**src/design/lph_pkg.sv**
```systemverilog
// ---------------------------------------------------------------------------
// lph_pkg
// Shared types, codes and constants for the linear-probing hash table.
// ---------------------------------------------------------------------------
package lph_pkg;

    // Default number of slots
    localparam int TABLE_SIZE_DEF = 251;

    // FNV-1a single-step constants
    localparam logic [31:0] FNV_OFFSET = 32'h811C_9DC5;
    localparam logic [31:0] FNV_PRIME  = 32'h0100_0193;

    // Bits of the hash consumed per modulo stage
    localparam int DIG_W = 4;

    // Depth of the queue between front and back
    localparam int QUEUE_DEPTH = 4;

    // Slot memory word: stored hash over stored value
    localparam int SLOT_W = 64;

    // Command codes
    localparam logic [1:0] CMD_FIND   = 2'd0;
    localparam logic [1:0] CMD_INSERT = 2'd1;
    localparam logic [1:0] CMD_ACCESS = 2'd2;

    // Status codes
    localparam logic [1:0] ST_OK   = 2'd0;
    localparam logic [1:0] ST_MISS = 2'd1;
    localparam logic [1:0] ST_FULL = 2'd2;

    // Request as it travels from front to back
    typedef struct packed {
        logic [1:0]  cmd;
        logic [31:0] h;
        logic [31:0] delta;
    } req_t;

endpackage

```
**src/design/lph_front.sv**
```systemverilog
// ---------------------------------------------------------------------------
// lph_front
// Front end: hashes the key and reduces the hash modulo the table size in a
// pipeline of digit stages, then hands the request to the queue.
// ---------------------------------------------------------------------------
module lph_front import lph_pkg::*; #(
    parameter int TABLE_SIZE = TABLE_SIZE_DEF,
    localparam int IDX_W = $clog2(TABLE_SIZE)
) (
    input  logic               clk,
    input  logic               rst_n,
    input  logic               hold,
    input  logic               in_valid,
    output logic               in_stall,
    input  logic [1:0]         cmd,
    input  logic signed [31:0] key,
    input  logic signed [31:0] delta,
    input  logic               q_full,
    output logic               q_push,
    output req_t               q_req,
    output logic [IDX_W-1:0]   q_idx
);

    localparam int NDIG = 32 / DIG_W;
    localparam int RW   = IDX_W + DIG_W;

    logic [NDIG:0]    vld_reg;
    req_t             req_reg [0:NDIG];
    logic [IDX_W-1:0] rem_reg [1:NDIG];
    logic [IDX_W-1:0] rem_in  [1:NDIG];
    logic [IDX_W-1:0] rem_next [1:NDIG];
    logic [31:0]      hash_in;
    logic             adv;

    // One radix-2^DIG_W step of remainder recurrence
    function automatic logic [IDX_W-1:0] rem_step(input logic [IDX_W-1:0] r,
                                                  input logic [DIG_W-1:0] d);
        logic [RW-1:0] t;
        logic [RW-1:0] res;
        t   = {r, d};
        res = t;
        for (int k = 1; k < (1 << DIG_W); k++)
        begin
            if (t >= RW'(k * TABLE_SIZE))
            begin
                res = t - RW'(k * TABLE_SIZE);
            end
        end
        return res[IDX_W-1:0];
    endfunction

    // Whole pipeline moves unless the last stage is blocked by a full queue
    assign adv      = !(vld_reg[NDIG] && q_full);
    assign in_stall = !adv || hold;

    // FNV-1a step, wraps at 32 bits
    assign hash_in = (FNV_OFFSET ^ $unsigned(key)) * FNV_PRIME;

    // Remainder of each digit stage
    always_comb
    begin
        rem_in[1] = '0;
        for (int s = 2; s <= NDIG; s++)
        begin
            rem_in[s] = rem_reg[s-1];
        end
        for (int s = 1; s <= NDIG; s++)
        begin
            rem_next[s] = rem_step(rem_in[s],
                                   req_reg[s-1].h[DIG_W*(NDIG-s+1)-1 -: DIG_W]);
        end
    end

    // Stage valid bits
    always_ff @(posedge clk or negedge rst_n)
    begin
        if (!rst_n)
        begin
            vld_reg <= '0;
        end
        else if (adv)
        begin
            vld_reg <= {vld_reg[NDIG-1:0], in_valid && !hold};
        end
    end

    // Stage payload
    always_ff @(posedge clk)
    begin
        if (adv)
        begin
            req_reg[0].cmd   <= cmd;
            req_reg[0].h     <= hash_in;
            req_reg[0].delta <= $unsigned(delta);
            for (int s = 1; s <= NDIG; s++)
            begin
                req_reg[s] <= req_reg[s-1];
                rem_reg[s] <= rem_next[s];
            end
        end
    end

    assign q_push = vld_reg[NDIG] && adv;
    assign q_req  = req_reg[NDIG];
    assign q_idx  = rem_reg[NDIG];

endmodule

```
**config.mk**
```make
export PLATFORM = sky130hd
export DESIGN_NAME = lph_front
export DESIGN_NICKNAME = d
export VERILOG_FILES = /design/src/design/lph_pkg.sv /design/src/design/lph_front.sv
export SDC_FILE = /design/constraint.sdc
export NUM_CORES = 2
export LEC_CHECK = 0
export BUFFER_PORTS_ARGS = -buffer_cell sky130_fd_sc_hd__buf_2
export CELL_PAD_IN_SITES_DETAIL_PLACEMENT = 0
export CELL_PAD_IN_SITES_GLOBAL_PLACEMENT = 2
export CORE_MARGIN = 10
export CORE_UTILIZATION = 43
export CTS_CLUSTER_SIZE = 40
export DETAILED_ROUTE_END_ITERATION = 8
export PLACE_DENSITY_LB_ADDON = 0.1
export REMOVE_ABC_BUFFERS = 1
export SKIP_LAST_GASP = 1
export SYNTH_ARGS = -nofsm -noshare
export SYNTH_HDL_FRONTEND = slang
export SYNTH_SLANG_ARGS = --single-unit
```
**constraint.sdc**
```tcl
create_clock -name clk -period 29 [get_ports clk]
set_clock_uncertainty 0.15 [all_clocks]
set_input_delay 4.35 -clock clk [delete_from_list [all_inputs] [get_ports clk]]
set_output_delay 4.35 -clock clk [all_outputs]
set_load 0.01 [all_outputs]
```
==> results.yml <==
timing:
  min_period_ns: 9.96
  rsz0062_at_grt: "no"
  worst_slew_pin_slew_ns: 1.20
  drv_slew: 0
  period_share: 0.343
  relSlewSlack: 0.200
  setup_viol: 0
  maxClockFrequency_mhz: 100
  hold_viol: 0
  setup_tns_ns: 0
hold_path:
  hold_start: "req_reg[0][47]"
  hold_depth: 0
  hold_class: "register to register"
routing:
  vias: 28500
  wire_per_inst_um: 22.4
  vias_per_cell: 6.06
  drc: 0
  dr.pass1.iters: 6
  wirelength_um: 105000
  ant_nets: 0
  drt-initial-drc-count: 2866
floorplan:
  fp.dieArea_mm2: 0.105
  start_util: 0.433
  rows: 111
  coreArea_mm2: 0.0917
  ios: 147
  die-width_um: 324
  die_h_um: 324
placement:
  hpwlAfterDp_um: 73400
  port_buffers: 146
  gp_congestion: 0.904
yosys:
  syn_area_per_cell_um2: 11.5
  synth_edf_count: 650
  synth_cell_type_count: 109
  synthMuxAreaShare: 0.00747
  synth_area_mm2: 0.0397
  synth_top_family_by_area: "compound AO/OA/AOI/OAI gates"
  synth-seq-cells: 659
  ys.flop_type: "edfxtp_1"
  synth_compound_area_frac: 0.189
  synth-xor-area-share: 0.0216
  yosysWarnings: 0
  synthCells: 3448
  async_flop_share: 0.0137
  synth-adder-area-share: 0.130
  synth-seq-area-share: 0.497
  yosys.area_share.simple: 0.0953
clock_tree:
  cts-root-buf: "clkbuf_16"
  cts_setup_buffers: 0
  path_clk_slew_ns: 0.06
  clk_latency_ns: 0.64
  cts_resized: 0
  htree_num_levels: 3
  cts_buffers: 72
  cts_tree: "done"
  cts_sinks: 659
  cts_hold_buf: 0
  clk_path_buf_depth: 3
worst_setup_path:
  critPathLaunch: "q_full"
  cp_data_required_time_ns: 24.50
  worstPathArrival_ns: 5.46
  critPathCaptureType: "primary output"
  rrSetupSlack_ns: 24.47
  path_class: "input pin to primary output"
  start_kind: "input pin"
  rr_worst_depth: 10
  crit_path_max_fanout: 83
  r2r_start: "req_reg[0][246]"
run_status:
  status: "completed"
global_route:
  grt_max_degree: 85
  grt_util_all_layers: 0.197
  grt-ovfl-total: 0
  grt_pass1_vias: 28400
  antenna_found_initial: 0
  grt_pass1_wl_um: 165000
layout:
  largest_reg_flops: 594
  seq_area_mm2: 0.0197
  n_antenna_cell: 0
  multi_input_area_mm2: 0.0176
  n_fill_cell: 8396
  drive_gt1_frac: 0.107
  area_growth_pct: 8.94
  fin_nets: 3895
run:
  maxCapViolCount: 0
-- layer usage --
metal,global-route usage,up-vias,share of wire
met5,0,-,0
met4,0.0655,0,0.029
met3,0.0309,192,0.063
met2,0.316,1102,0.46
met1,0.272,14100,0.45
li1,-,13100,-
-- synthesized netlist by cell type, drive strengths merged, types with 32 or more instances --
cell type	number	area, µm²
o31ai	40	368
o21a	35	263
ha	295	3690
a21oi	208	1040
nor3	51	265
fa	74	1480
nand2b	33	206
a21o	44	330
nor2	163	622
buf	166	1050
o21ai	160	805
a31oi	72	450
o211ai	66	519
xnor2	79	692
inv	254	953
nand2	207	777
a221oi	32	323
edfxtp	650	19500
a211oi	56	440
clkbuf	86	324
nand3	75	375
-- worst paths after layout --
kind	end
hold / removal	req_reg[0][113]
min in group asynchronous	vld_reg[1]
setup reg to reg	rem_reg[0][36]
max in group asynchronous	vld_reg[5]
hold reg to reg	req_reg[0][113]
setup / recovery	in_stall
-- through the flow --
| stage | setup slack (ns) | std cells | area [µm²] | utilization | hold WS (ns) |
|---|---|---|---|---|---|
| floorplan | 4.96 | 3196 | 38300 | - | 0.250 |
| global placement | 18.97 | 4567 | 40800 | 0.446 | 0.250 |
| detailed placement | 18.93 | 4567 | 40800 | 0.446 | 0.255 |
| CTS | 18.98 | 4699 | 43300 | 0.472 | 0.233 |
| global route | 18.91 | 4699 | 43300 | 0.472 | 0.244 |
| finish | 19.04 | 4699 | 43300 | 0.472 | 0.239 |
-- critical path, cell delays in order --
cell,delay [ns]
buf_2,0.13
nand2_4,0.71
nand2b_1,0.09
buf_2,0.17
-- final cells by class --
cell class	count	area share
sequential	659	0.456
multi-input combinational	2278	0.407
clock buffer	93	0.0439
tap	1186	0.0343
timing repair buffer	185	0.0237
inverter	259	0.0225
clock inverter	39	0.0118
-- logic make-up after synthesis --
kind of cell               count (synthesis)
AOI/OAI and AO/OA                       1040
xor gates and xnor gates                  98
adders and majority gates                369
buffers and inverters                    511
DFF                                      659
muxes                                     28
and+or+nand+nor                          743
-- layout by cell type (no fill, tap or decap), types with 75 or more instances in the layout --
cell / n
nor2_1: 161
a21oi_1: 207
xnor2_1: 79
buf_2: 146
nand2_1: 206
inv_1: 253
ha_1: 295
o21ai_0: 142
edfxtp_1: 650
nand3_1: 75
Power is not shown: default switching activity piles up to over one toggle a cycle in this logic, so the estimate is an artifact.
