$ cat config.mk
export PLATFORM = sky130hd
export DESIGN_NAME = lph_fifo
export DESIGN_NICKNAME = d
export VERILOG_FILES = /design/src/design/lph_fifo.sv
export SDC_FILE = /design/constraint.sdc
export NUM_CORES = 1
export LEC_CHECK = 0
export BUFFER_PORTS_ARGS = -buffer_cell sky130_fd_sc_hd__buf_2
export CAP_MARGIN = 20
export CORE_UTILIZATION = 63
export CTS_BUF_LIST = sky130_fd_sc_hd__clkbuf_4 sky130_fd_sc_hd__clkbuf_8
export CTS_CLUSTER_DIAMETER = 150
export CTS_CLUSTER_SIZE = 28
export DETAILED_ROUTE_END_ITERATION = 10
export GPL_TIMING_DRIVEN = 0
export MAX_ROUTING_LAYER = met4
export PLACE_DENSITY = 0.87
export RECOVER_POWER = 100
export SLEW_MARGIN = 20
export SYNTH_ARGS = -nofsm -noshare
export SYNTH_HDL_FRONTEND = slang
export SYNTH_SLANG_ARGS = --single-unit
$ cat constraint.sdc
create_clock -name clk -period 5.04 [get_ports clk]
set_input_delay 1.008 -clock clk [delete_from_list [all_inputs] [get_ports clk]]
set_output_delay 1.008 -clock clk [all_outputs]
set_load 0.02 [all_outputs]
$ cat src/design/lph_fifo.sv
// ---------------------------------------------------------------------------
// lph_fifo
// Short first-word-fall-through queue between the front and back ends.
// ---------------------------------------------------------------------------
module lph_fifo #(
    parameter int WIDTH = 8,
    parameter int DEPTH = 4
) (
    input  logic             clk,
    input  logic             rst_n,
    input  logic             push,
    input  logic [WIDTH-1:0] wdata,
    input  logic             pop,
    output logic [WIDTH-1:0] rdata,
    output logic             full,
    output logic             empty
);

    localparam int PTR_W = (DEPTH > 1) ? $clog2(DEPTH) : 1;
    localparam int CNT_W = $clog2(DEPTH + 1);

    logic [WIDTH-1:0] buf_reg [0:DEPTH-1];
    logic [PTR_W-1:0] wr_ptr_reg;
    logic [PTR_W-1:0] rd_ptr_reg;
    logic [CNT_W-1:0] cnt_reg;
    logic             do_push;
    logic             do_pop;

    assign full    = (cnt_reg == CNT_W'(DEPTH));
    assign empty   = (cnt_reg == '0);
    assign do_push = push && !full;
    assign do_pop  = pop && !empty;
    assign rdata   = buf_reg[rd_ptr_reg];

    // Pointers and fill count
    always_ff @(posedge clk or negedge rst_n)
    begin
        if (!rst_n)
        begin
            wr_ptr_reg <= '0;
            rd_ptr_reg <= '0;
            cnt_reg    <= '0;
        end
        else
        begin
            if (do_push)
            begin
                wr_ptr_reg <= (wr_ptr_reg == PTR_W'(DEPTH - 1)) ? '0 : wr_ptr_reg + 1'b1;
            end
            if (do_pop)
            begin
                rd_ptr_reg <= (rd_ptr_reg == PTR_W'(DEPTH - 1)) ? '0 : rd_ptr_reg + 1'b1;
            end
            if (do_push && !do_pop)
            begin
                cnt_reg <= cnt_reg + 1'b1;
            end
            else if (do_pop && !do_push)
            begin
                cnt_reg <= cnt_reg - 1'b1;
            end
        end
    end

    // Storage
    always_ff @(posedge clk)
    begin
        if (do_push)
        begin
            buf_reg[wr_ptr_reg] <= wdata;
        end
    end

endmodule

==> flow_summary_export.csv, run 1 <==
group,metric,value,unit
final_layout,final_nets,126,
sta,worst_slack,1.97,ns
critical_path,cp_slowest_cell,"mux4_2",
floorplan,die_w,52.7,um
floorplan,io_pins,22,
pwr,leakagePower,0.633,nW
critical_path,r2r_slack,2.87,ns
routing,vias,776,
sta,skew,0.0110,ns
routing,first_iter_violations,7,
place,place_congestion,0.691,
pwr,vdd_ir_drop_max,0.407,mV
sta,fin_crit,3.07,ns
critical_path,worstSetupEndpointType,"primary output",
global_routing,grt_usage,0.219,
pwr,switchingPower,351,uW
routing,antenna_left,0,
final_layout,largest_reg_flops,32,
cts,clock_latency,0.34,ns
place,portBuffers,21,
critical_path,rr_startpoint,"cnt_reg[2]",
critical_path,critical_path_depth,3,
global_routing,met2_usage,0.327,
synth,syn-num-nets,98,
pwr,clkPwrFrac,0.153,
global_routing,antenna_found_initial,0,
sta,rsz0062_at_grt,"false",
sta,period_share,0.610,
cts,clock_sinks,39,
sta,maxSlewHeadroom,0.500,
sta,tightestPinTransition,0.747,ns
sta,hold_viol,0,
routing,drt_pass1_iterations,4,
sta,drv_slew,0,
pwr,p_int,672,uW
cts,root_buffer,"clkbuf_4",
final_layout,area_delta_synth_final,9.36,%
place,pre_cts_ws,2.57,ns
final_layout,n_antenna_cell,0,
cts,cts_setup_buffers,0,
pwr,combPwrFrac,0.375,
sta,setup_tns,0,ns
place,hpwl,1.66,mm
pwr,seqPwrFrac,0.472,
final_layout,drive_above_1_share,0.213,
routing,wirelength,2.30,mm
routing,drc,0,
critical_path,crit_buf_inv,2,
critical_path,path_common_cell,"clkbuf_1",
synth,ys_warn_count,0,
routing,viasPerCell,5.71,
critical_path,critPathCapture,"rdata[1]",
hold_path,hp-class,"flip-flop to flip-flop",
global_routing,grt_max_degree,12,
run_status,status,"completed",
critical_path,slowest_delay,0.60,ns
critical_path,critPathLaunch,"rd_ptr_reg[0]",
synth,ys_ff_latch,39,
synth,syn_avg_cell_area,20.5,sq um
global_routing,grt_pass1_vias,737,
critical_path,worst_r2r_path_depth,8,
global_routing,overflow,0,
critical_path,worstPathArrival,2.07,ns
global_routing,grt_pass1_wl,3.66,mm
critical_path,r2r_end,"cnt_reg[2]",
synth,synth.distinct_cells,19,
floorplan,fp.dieH,52.7,um
routing,wl_per_cell,16.9,um
pwr,pwr_density_cell,578,mW/mm^2
cts,cts_max_level,2,
critical_path,timing.critical_path.cells,"clkbuf_1 -> mux4_2 -> clkbuf_1",
floorplan,core_area,0.00232,sq mm
critical_path,critPathKind,"flip-flop to primary output",
sta,setup_violations,0,
floorplan,start_util,0.698,
synth,synthCells,79,
run,max_cap_viol_count,0,
global_routing,busiest_layer,"met2",
cts,cts_made_buffers,5,
floorplan,core.rowCount,17,
final_layout,fill_cells,148,
critical_path,startpoint_type,"flip-flop",
global_routing,grt_use_met3,0.0870,
critical_path,crit_required,4.03,ns
synth,synth_area,0.00162,sq mm
cts,hold_buffers,0,
sta,fmax,0.325,GHz
critical_path,crit_family,"buffers and inverters",
sta,holdWs,0.526,ns
floorplan,die-area,0.00277,sq mm
cts,cts_resized,0,
cts,cts_buffer_depth,2,
cts,tritoncts,"yes",
critical_path,cp_max_fo,10,
cts,path_clk_slew,0.11,ns
synth,seq_area_frac_synth,0.702,
pwr,switching_share,0.343,
global_routing,met1_usage,0.261,
[worst min path at each step]
stage | from | end | slack (ns) | cells past startpoint
final | cnt_reg[2] | cnt_reg[2] | 0.53 | 1
after global routing | rst_n | rd_ptr_reg[0] | 0.56 | 1
after CTS | rst_n | rd_ptr_reg[0] | 0.48 | 1
after detailed placement | cnt_reg[2] | cnt_reg[2] | 0.52 | 1
after global placement | cnt_reg[2] | cnt_reg[2] | 0.48 | 1
after floorplan | cnt_reg[2] | cnt_reg[2] | 0.46 | 1
[synth_stat cells]
cell | number | share of area
and2_1 | 3 | 0.012
buf_2 | 1 | 0.0031
clkbuf_1 | 1 | 0.0023
dfrtp_1 | 7 | 0.11
edfxtp_1 | 32 | 0.59
fa_1 | 1 | 0.012
ha_1 | 6 | 0.046
inv_1 | 3 | 0.0070
mux2_2 | 1 | 0.0070
mux2_4 | 4 | 0.037
mux4_2 | 8 | 0.11
nand2_1 | 1 | 0.0023
nand2b_4 | 1 | 0.0085
nor2_1 | 4 | 0.0093
nor2b_4 | 1 | 0.0085
nor3_1 | 1 | 0.0031
nor3b_4 | 1 | 0.012
xnor2_1 | 1 | 0.0054
xor2_1 | 2 | 0.011
[kinds of logic (layout without fill, tap and decap cells)]
logic type,Yosys count,in the layout,share of synthesized area
fa+ha+maj,7,7,0.0588
buf+inv,5,34,0.0124
xor+xnor,3,3,0.0162
mux,13,13,0.155
simple gates,12,12,0.0549
flops,39,39,0.702
[layout make-up]
| type | instances | area, sq um | share of cell area |
|---|---|---|---|
| flip-flops and latches | 39 | 1140 | 0.642 |
| multi-input cells | 35 | 439 | 0.248 |
| repair buffers | 21 | 82.6 | 0.0467 |
| clock buffers | 7 | 52.6 | 0.0297 |
| well taps | 28 | 35.0 | 0.0198 |
| inverters | 3 | 11.3 | 0.00636 |
| plain buffers | 2 | 7.51 | 0.00424 |
| clock inverters | 1 | 5.00 | 0.00283 |
[metal layers]
metal  vias up  routed length (um)
li1        356                   -
met1       393                 940
met2        22                1190
met3         5                 119
met4         0                  48
met5         -                   0
[stage by stage]
stage / std cells / util / power, mW / area (sq um)
CTS: 136 / 0.783 / 1.07 / 1820
detailed placement: 128 / 0.758 / 0.914 / 1760
global route: 136 / 0.763 / 1.09 / 1770
floorplan: 79 / - / 0.800 / 1620
finish: 136 / 0.763 / 1.02 / 1770
global placement: 128 / 0.758 / 0.891 / 1760
[placed cells by master, fill, tap and decap left out]
cell,n
nor3_1,1
edfxtp_1,32
clkbuf_4,7
clkbuf_1,20
fa_1,1
nor2b_1,1
xor2_1,2
nor3b_4,1
and2_0,3
nor2_1,4
mux2_4,2
mux2_2,1
nand2b_1,1
ha_1,6
mux2_1,2
nand2_1,1
mux4_2,8
inv_1,3
buf_2,3
clkinv_2,1
xnor2_1,1
dfrtp_1,7
[power groups by stage]
stage	Clock [mW]	Combinational [mW]	Sequential [mW]
global route	0.172	0.426	0.492
CTS	0.159	0.424	0.483
detailed placement	0	0.422	0.491
floorplan	0	0.323	0.477
finish	0.156	0.383	0.483
global placement	0	0.408	0.483
Note: power is estimated with default switching activity, not from simulation.
==> inputs of run 2 (changes only) <==
--- a/config.mk
+++ b/config.mk
@@ -5,16 +5,17 @@
 export SDC_FILE = /design/constraint.sdc
 export NUM_CORES = 1
 export LEC_CHECK = 0
+export ABC_AREA = 1
 export BUFFER_PORTS_ARGS = -buffer_cell sky130_fd_sc_hd__buf_2
 export CAP_MARGIN = 20
-export CORE_UTILIZATION = 63
+export CORE_UTILIZATION = 59
 export CTS_BUF_LIST = sky130_fd_sc_hd__clkbuf_4 sky130_fd_sc_hd__clkbuf_8
 export CTS_CLUSTER_DIAMETER = 150
 export CTS_CLUSTER_SIZE = 28
 export DETAILED_ROUTE_END_ITERATION = 10
 export GPL_TIMING_DRIVEN = 0
 export MAX_ROUTING_LAYER = met4
-export PLACE_DENSITY = 0.87
+export PLACE_DENSITY = 0.82
 export RECOVER_POWER = 100
 export SLEW_MARGIN = 20
 export SYNTH_ARGS = -nofsm -noshare
==> constraint.sdc (replaced) <==
create_clock -name clk -period 2.9 [get_ports clk]
set_input_delay 0.58 -clock clk [delete_from_list [all_inputs] [get_ports clk]]
set_output_delay 0.58 -clock clk [all_outputs]
set_load 0.02 [all_outputs]
==> run 2 against run 1 <==
Die area is 15% higher. Count of clock-buffer cells in the layout is 2 lower. Combinational power is 130% higher. Cell area is 9.6% higher. Sequential power is 70% higher. Clock skew is 0.0052 ns lower. Hold slack worse by 0.42 ns. Non-clock buffer count is 3 higher. Flip-flop and latch count stayed put. Global-route usage is 2.7 points higher. Critical path depth is 2 higher. Power is 95% higher. Highest routed layer unchanged.
==> flow_summary_export.csv, run 2 <==
group,metric,value,unit
floorplan,io_pins,22,
critical_path,worstPathArrival,1.66,ns
synth,synth_area_leader_cell,"edfxtp_1",
place,place_congestion,0.716,
cts,path_clk_slew,0.12,ns
final_layout,final_nets,201,
critical_path,critPathKind,"flip-flop to primary output",
synth,synth_commonest_cells,"38 x nand2_1, 32 x edfxtp_1, 31 x inv_1",
routing,wl_per_cell,15.6,um
sta,drv_slew,0,
sta,period_share,0.771,
synth,ys_warn_count,0,
sta,fin_crit,2.24,ns
place,portBuffers,21,
final_layout,n_antenna_cell,0,
cts,root_buffer,"clkbuf_4",
synth,synthAdderAreaFrac,0.0541,
sta,rsz0062_at_grt,"false",
floorplan,start_util,0.632,
synth,synth_most_common_cell,"nand2_1",
final_layout,largest_reg_flops,32,
cts,clock_sinks,39,
routing,antenna_left,0,
critical_path,worstSetupEndpointType,"primary output",
floorplan,core_area,0.00278,sq mm
synth,synthXorXnorAreaFrac,0.00498,
routing,viasPerCell,5.34,
critical_path,crit_buf_inv,3,
routing,vias,1143,
place,pre_cts_ws,0.926,ns
pwr,leakagePower,0.838,nW
critical_path,crit_family,"buffers and inverters",
cts,cts_buffer_depth,2,
cts,cts_setup_buffers,0,
hold_path,hp-class,"input pin to asynchronous set/reset pin",
final_layout,multiInputGateArea,444,sq um
cts,cts_max_level,2,
synth,synth_top_family_by_area,"simple AND/OR/NAND/NOR gates",
synth,synthSimpleGateAreaFrac,0.121,
run,max_cap_viol_count,0,
cts,hold_buffers,0,
global_routing,grt_pass1_wl,5.44,mm
sta,holdWs,0.101,ns
synth,synth_area,0.00176,sq mm
final_layout,area_delta_synth_final,10.2,%
synth,synthCells,154,
final_layout,drive_above_1_share,0.0874,
floorplan,core.rowCount,19,
final_layout,final_util,0.697,
sta,setup_violations,0,
critical_path,cp_max_fo,10,
synth,synth.area.mux_share,0,
routing,drt_pass1_iterations,4,
synth,syn_avg_cell_area,11.4,sq um
synth,synth_ff_type,"edfxtp_1",
floorplan,die_w,56.6,um
global_routing,grt_pass1_vias,1235,
sta,tightestPinTransition,0.809,ns
floorplan,die-area,0.00320,sq mm
place,hpwl,2.44,mm
pwr,vdd_ir_drop_max,0.858,mV
cts,clock_latency,0.36,ns
global_routing,grt_max_degree,15,
routing,drc,0,
critical_path,startpoint_type,"flip-flop",
sta,worst_slack,0.664,ns
sta,maxSlewHeadroom,0.459,
synth,syn-num-nets,173,
sta,hold_viol,0,
synth,synth_edf_count,32,
synth,synth_top_area_share,0.546,
critical_path,timing.critical_path.cells,"buf_6 -> inv_1 -> o211ai_1 -> nand2_1 -> clkbuf_1",
cts,tritoncts,"yes",
final_layout,final_common_cell,"nand2_1",
synth,synth_area_leaders,"edfxtp_1 55%, dfrtp_1 10%, nand2_1 8.1%",
global_routing,overflow,0,
synth,synthArstFlopShare,0.179,
floorplan,fp.dieH,56.6,um
critical_path,cp_slowest_cell,"dfrtp_1",
global_routing,grt_usage,0.246,
final_layout,fill_cells,215,
final_layout,final_cell_mix,"39 x nand2_1, 32 x inv_1, 32 x edfxtp_1, 19 x clkbuf_1, 15 x o211ai_1",
routing,first_iter_violations,43,
pwr,fin_total_pwr,2.00,mW
routing,wirelength,3.35,mm
synth,ys_ff_latch,39,
synth,synth.distinct_cells,16,
cts,cts_made_buffers,5,
global_routing,antenna_found_initial,0,
critical_path,slowest_delay,0.42,ns
run_status,status,"completed",
sta,setup_tns,0,ns
sta,skew,0.00578,ns
final_layout,seq_area,0.00114,sq mm
cts,cts_resized,0,
critical_path,crit_required,2.32,ns
synth,seq_area_frac_synth,0.646,
synth,synth_compound_area_frac,0.0740,
sta,fmax,0.447,GHz
pwr,pwr_density_cell,1030,mW/mm^2
==> run 2: changes by cell type after synthesis, sizes merged, moves of 3 or more <==
cell	change
nand2	+38
inv	+29
o211ai	+16
mux4	-8
nand3	+7
mux2	-5
buf	+4
and2	-3
==> run 2: path summary, 6_finish.rpt <==
path | from | endpoint | cells past startpoint | slack, ns
setup reg to reg | cnt_reg[0] | cnt_reg[2] | 11 | 0.83
setup / recovery | rd_ptr_reg[1] | rdata[3] | 5 | 0.66
hold reg to reg | cnt_reg[2] | cnt_reg[2] | 2 | 0.53
hold / removal | rst_n | cnt_reg[2] | 1 | 0.10
max in group asynchronous | rst_n | rd_ptr_reg[0] | 1 | 2.52
min in group clk | pop | rd_ptr_reg[0] | 3 | 0.48
==> run 2: worst reg2reg max path, cell delays in order, from the launching register on <==
cell and delay [ns]:
dfrtp_1 0.44, inv_1 0.09, nand3_1 0.17, nand2_1 0.19, inv_1 0.10, ha_1 0.17
inv_1 0.08, fa_1 0.41, nand2_1 0.13, nand3_1 0.09, nand2_1 0.07, nand2_1 0.05
==> run 2: cell families (layout without fill, tap and decap cells) <==
| family | after synthesis | count (layout) |
|---|---|---|
| AO/OA/AOI/OAI | 17 | 17 |
| XOR/XNOR | 1 | 1 |
| adder cells (fa/ha/maj) | 7 | 7 |
| buffers and inverters | 37 | 66 |
| flip-flops | 39 | 39 |
| AND/OR/NAND/NOR | 53 | 53 |
==> run 2: area by class of cell <==
type | instances | share of cell area
tap | 31 | 0.0200
buffer | 5 | 0.0290
multi-input combinational | 78 | 0.229
clock buffer | 5 | 0.0194
inverter | 32 | 0.0619
sequential | 39 | 0.586
clock inverter | 3 | 0.0129
timing repair buffer | 21 | 0.0419
==> run 2: metal layers <==
layer  wire, um  vias to the layer above  track usage
li1           -                      562            -
met1       1270                      547        0.252
met2       1880                       28        0.434
met3        129                        6       0.0622
met4         63                        0        0.122
met5          0                        -            -
==> run 2: where the power goes <==
group	internal (mW)	switching, mW
Combinational	0.296	0.586
Sequential	0.753	0.0695
Clock	0.0970	0.194
==> run 2: per-stage QoR <==
stage | instance area, sq um | cells
CTS | 1970 | 214
detailed placement | 1900 | 206
global placement | 1900 | 206
finish | 1940 | 214
floorplan | 1760 | 154
global route | 1940 | 214
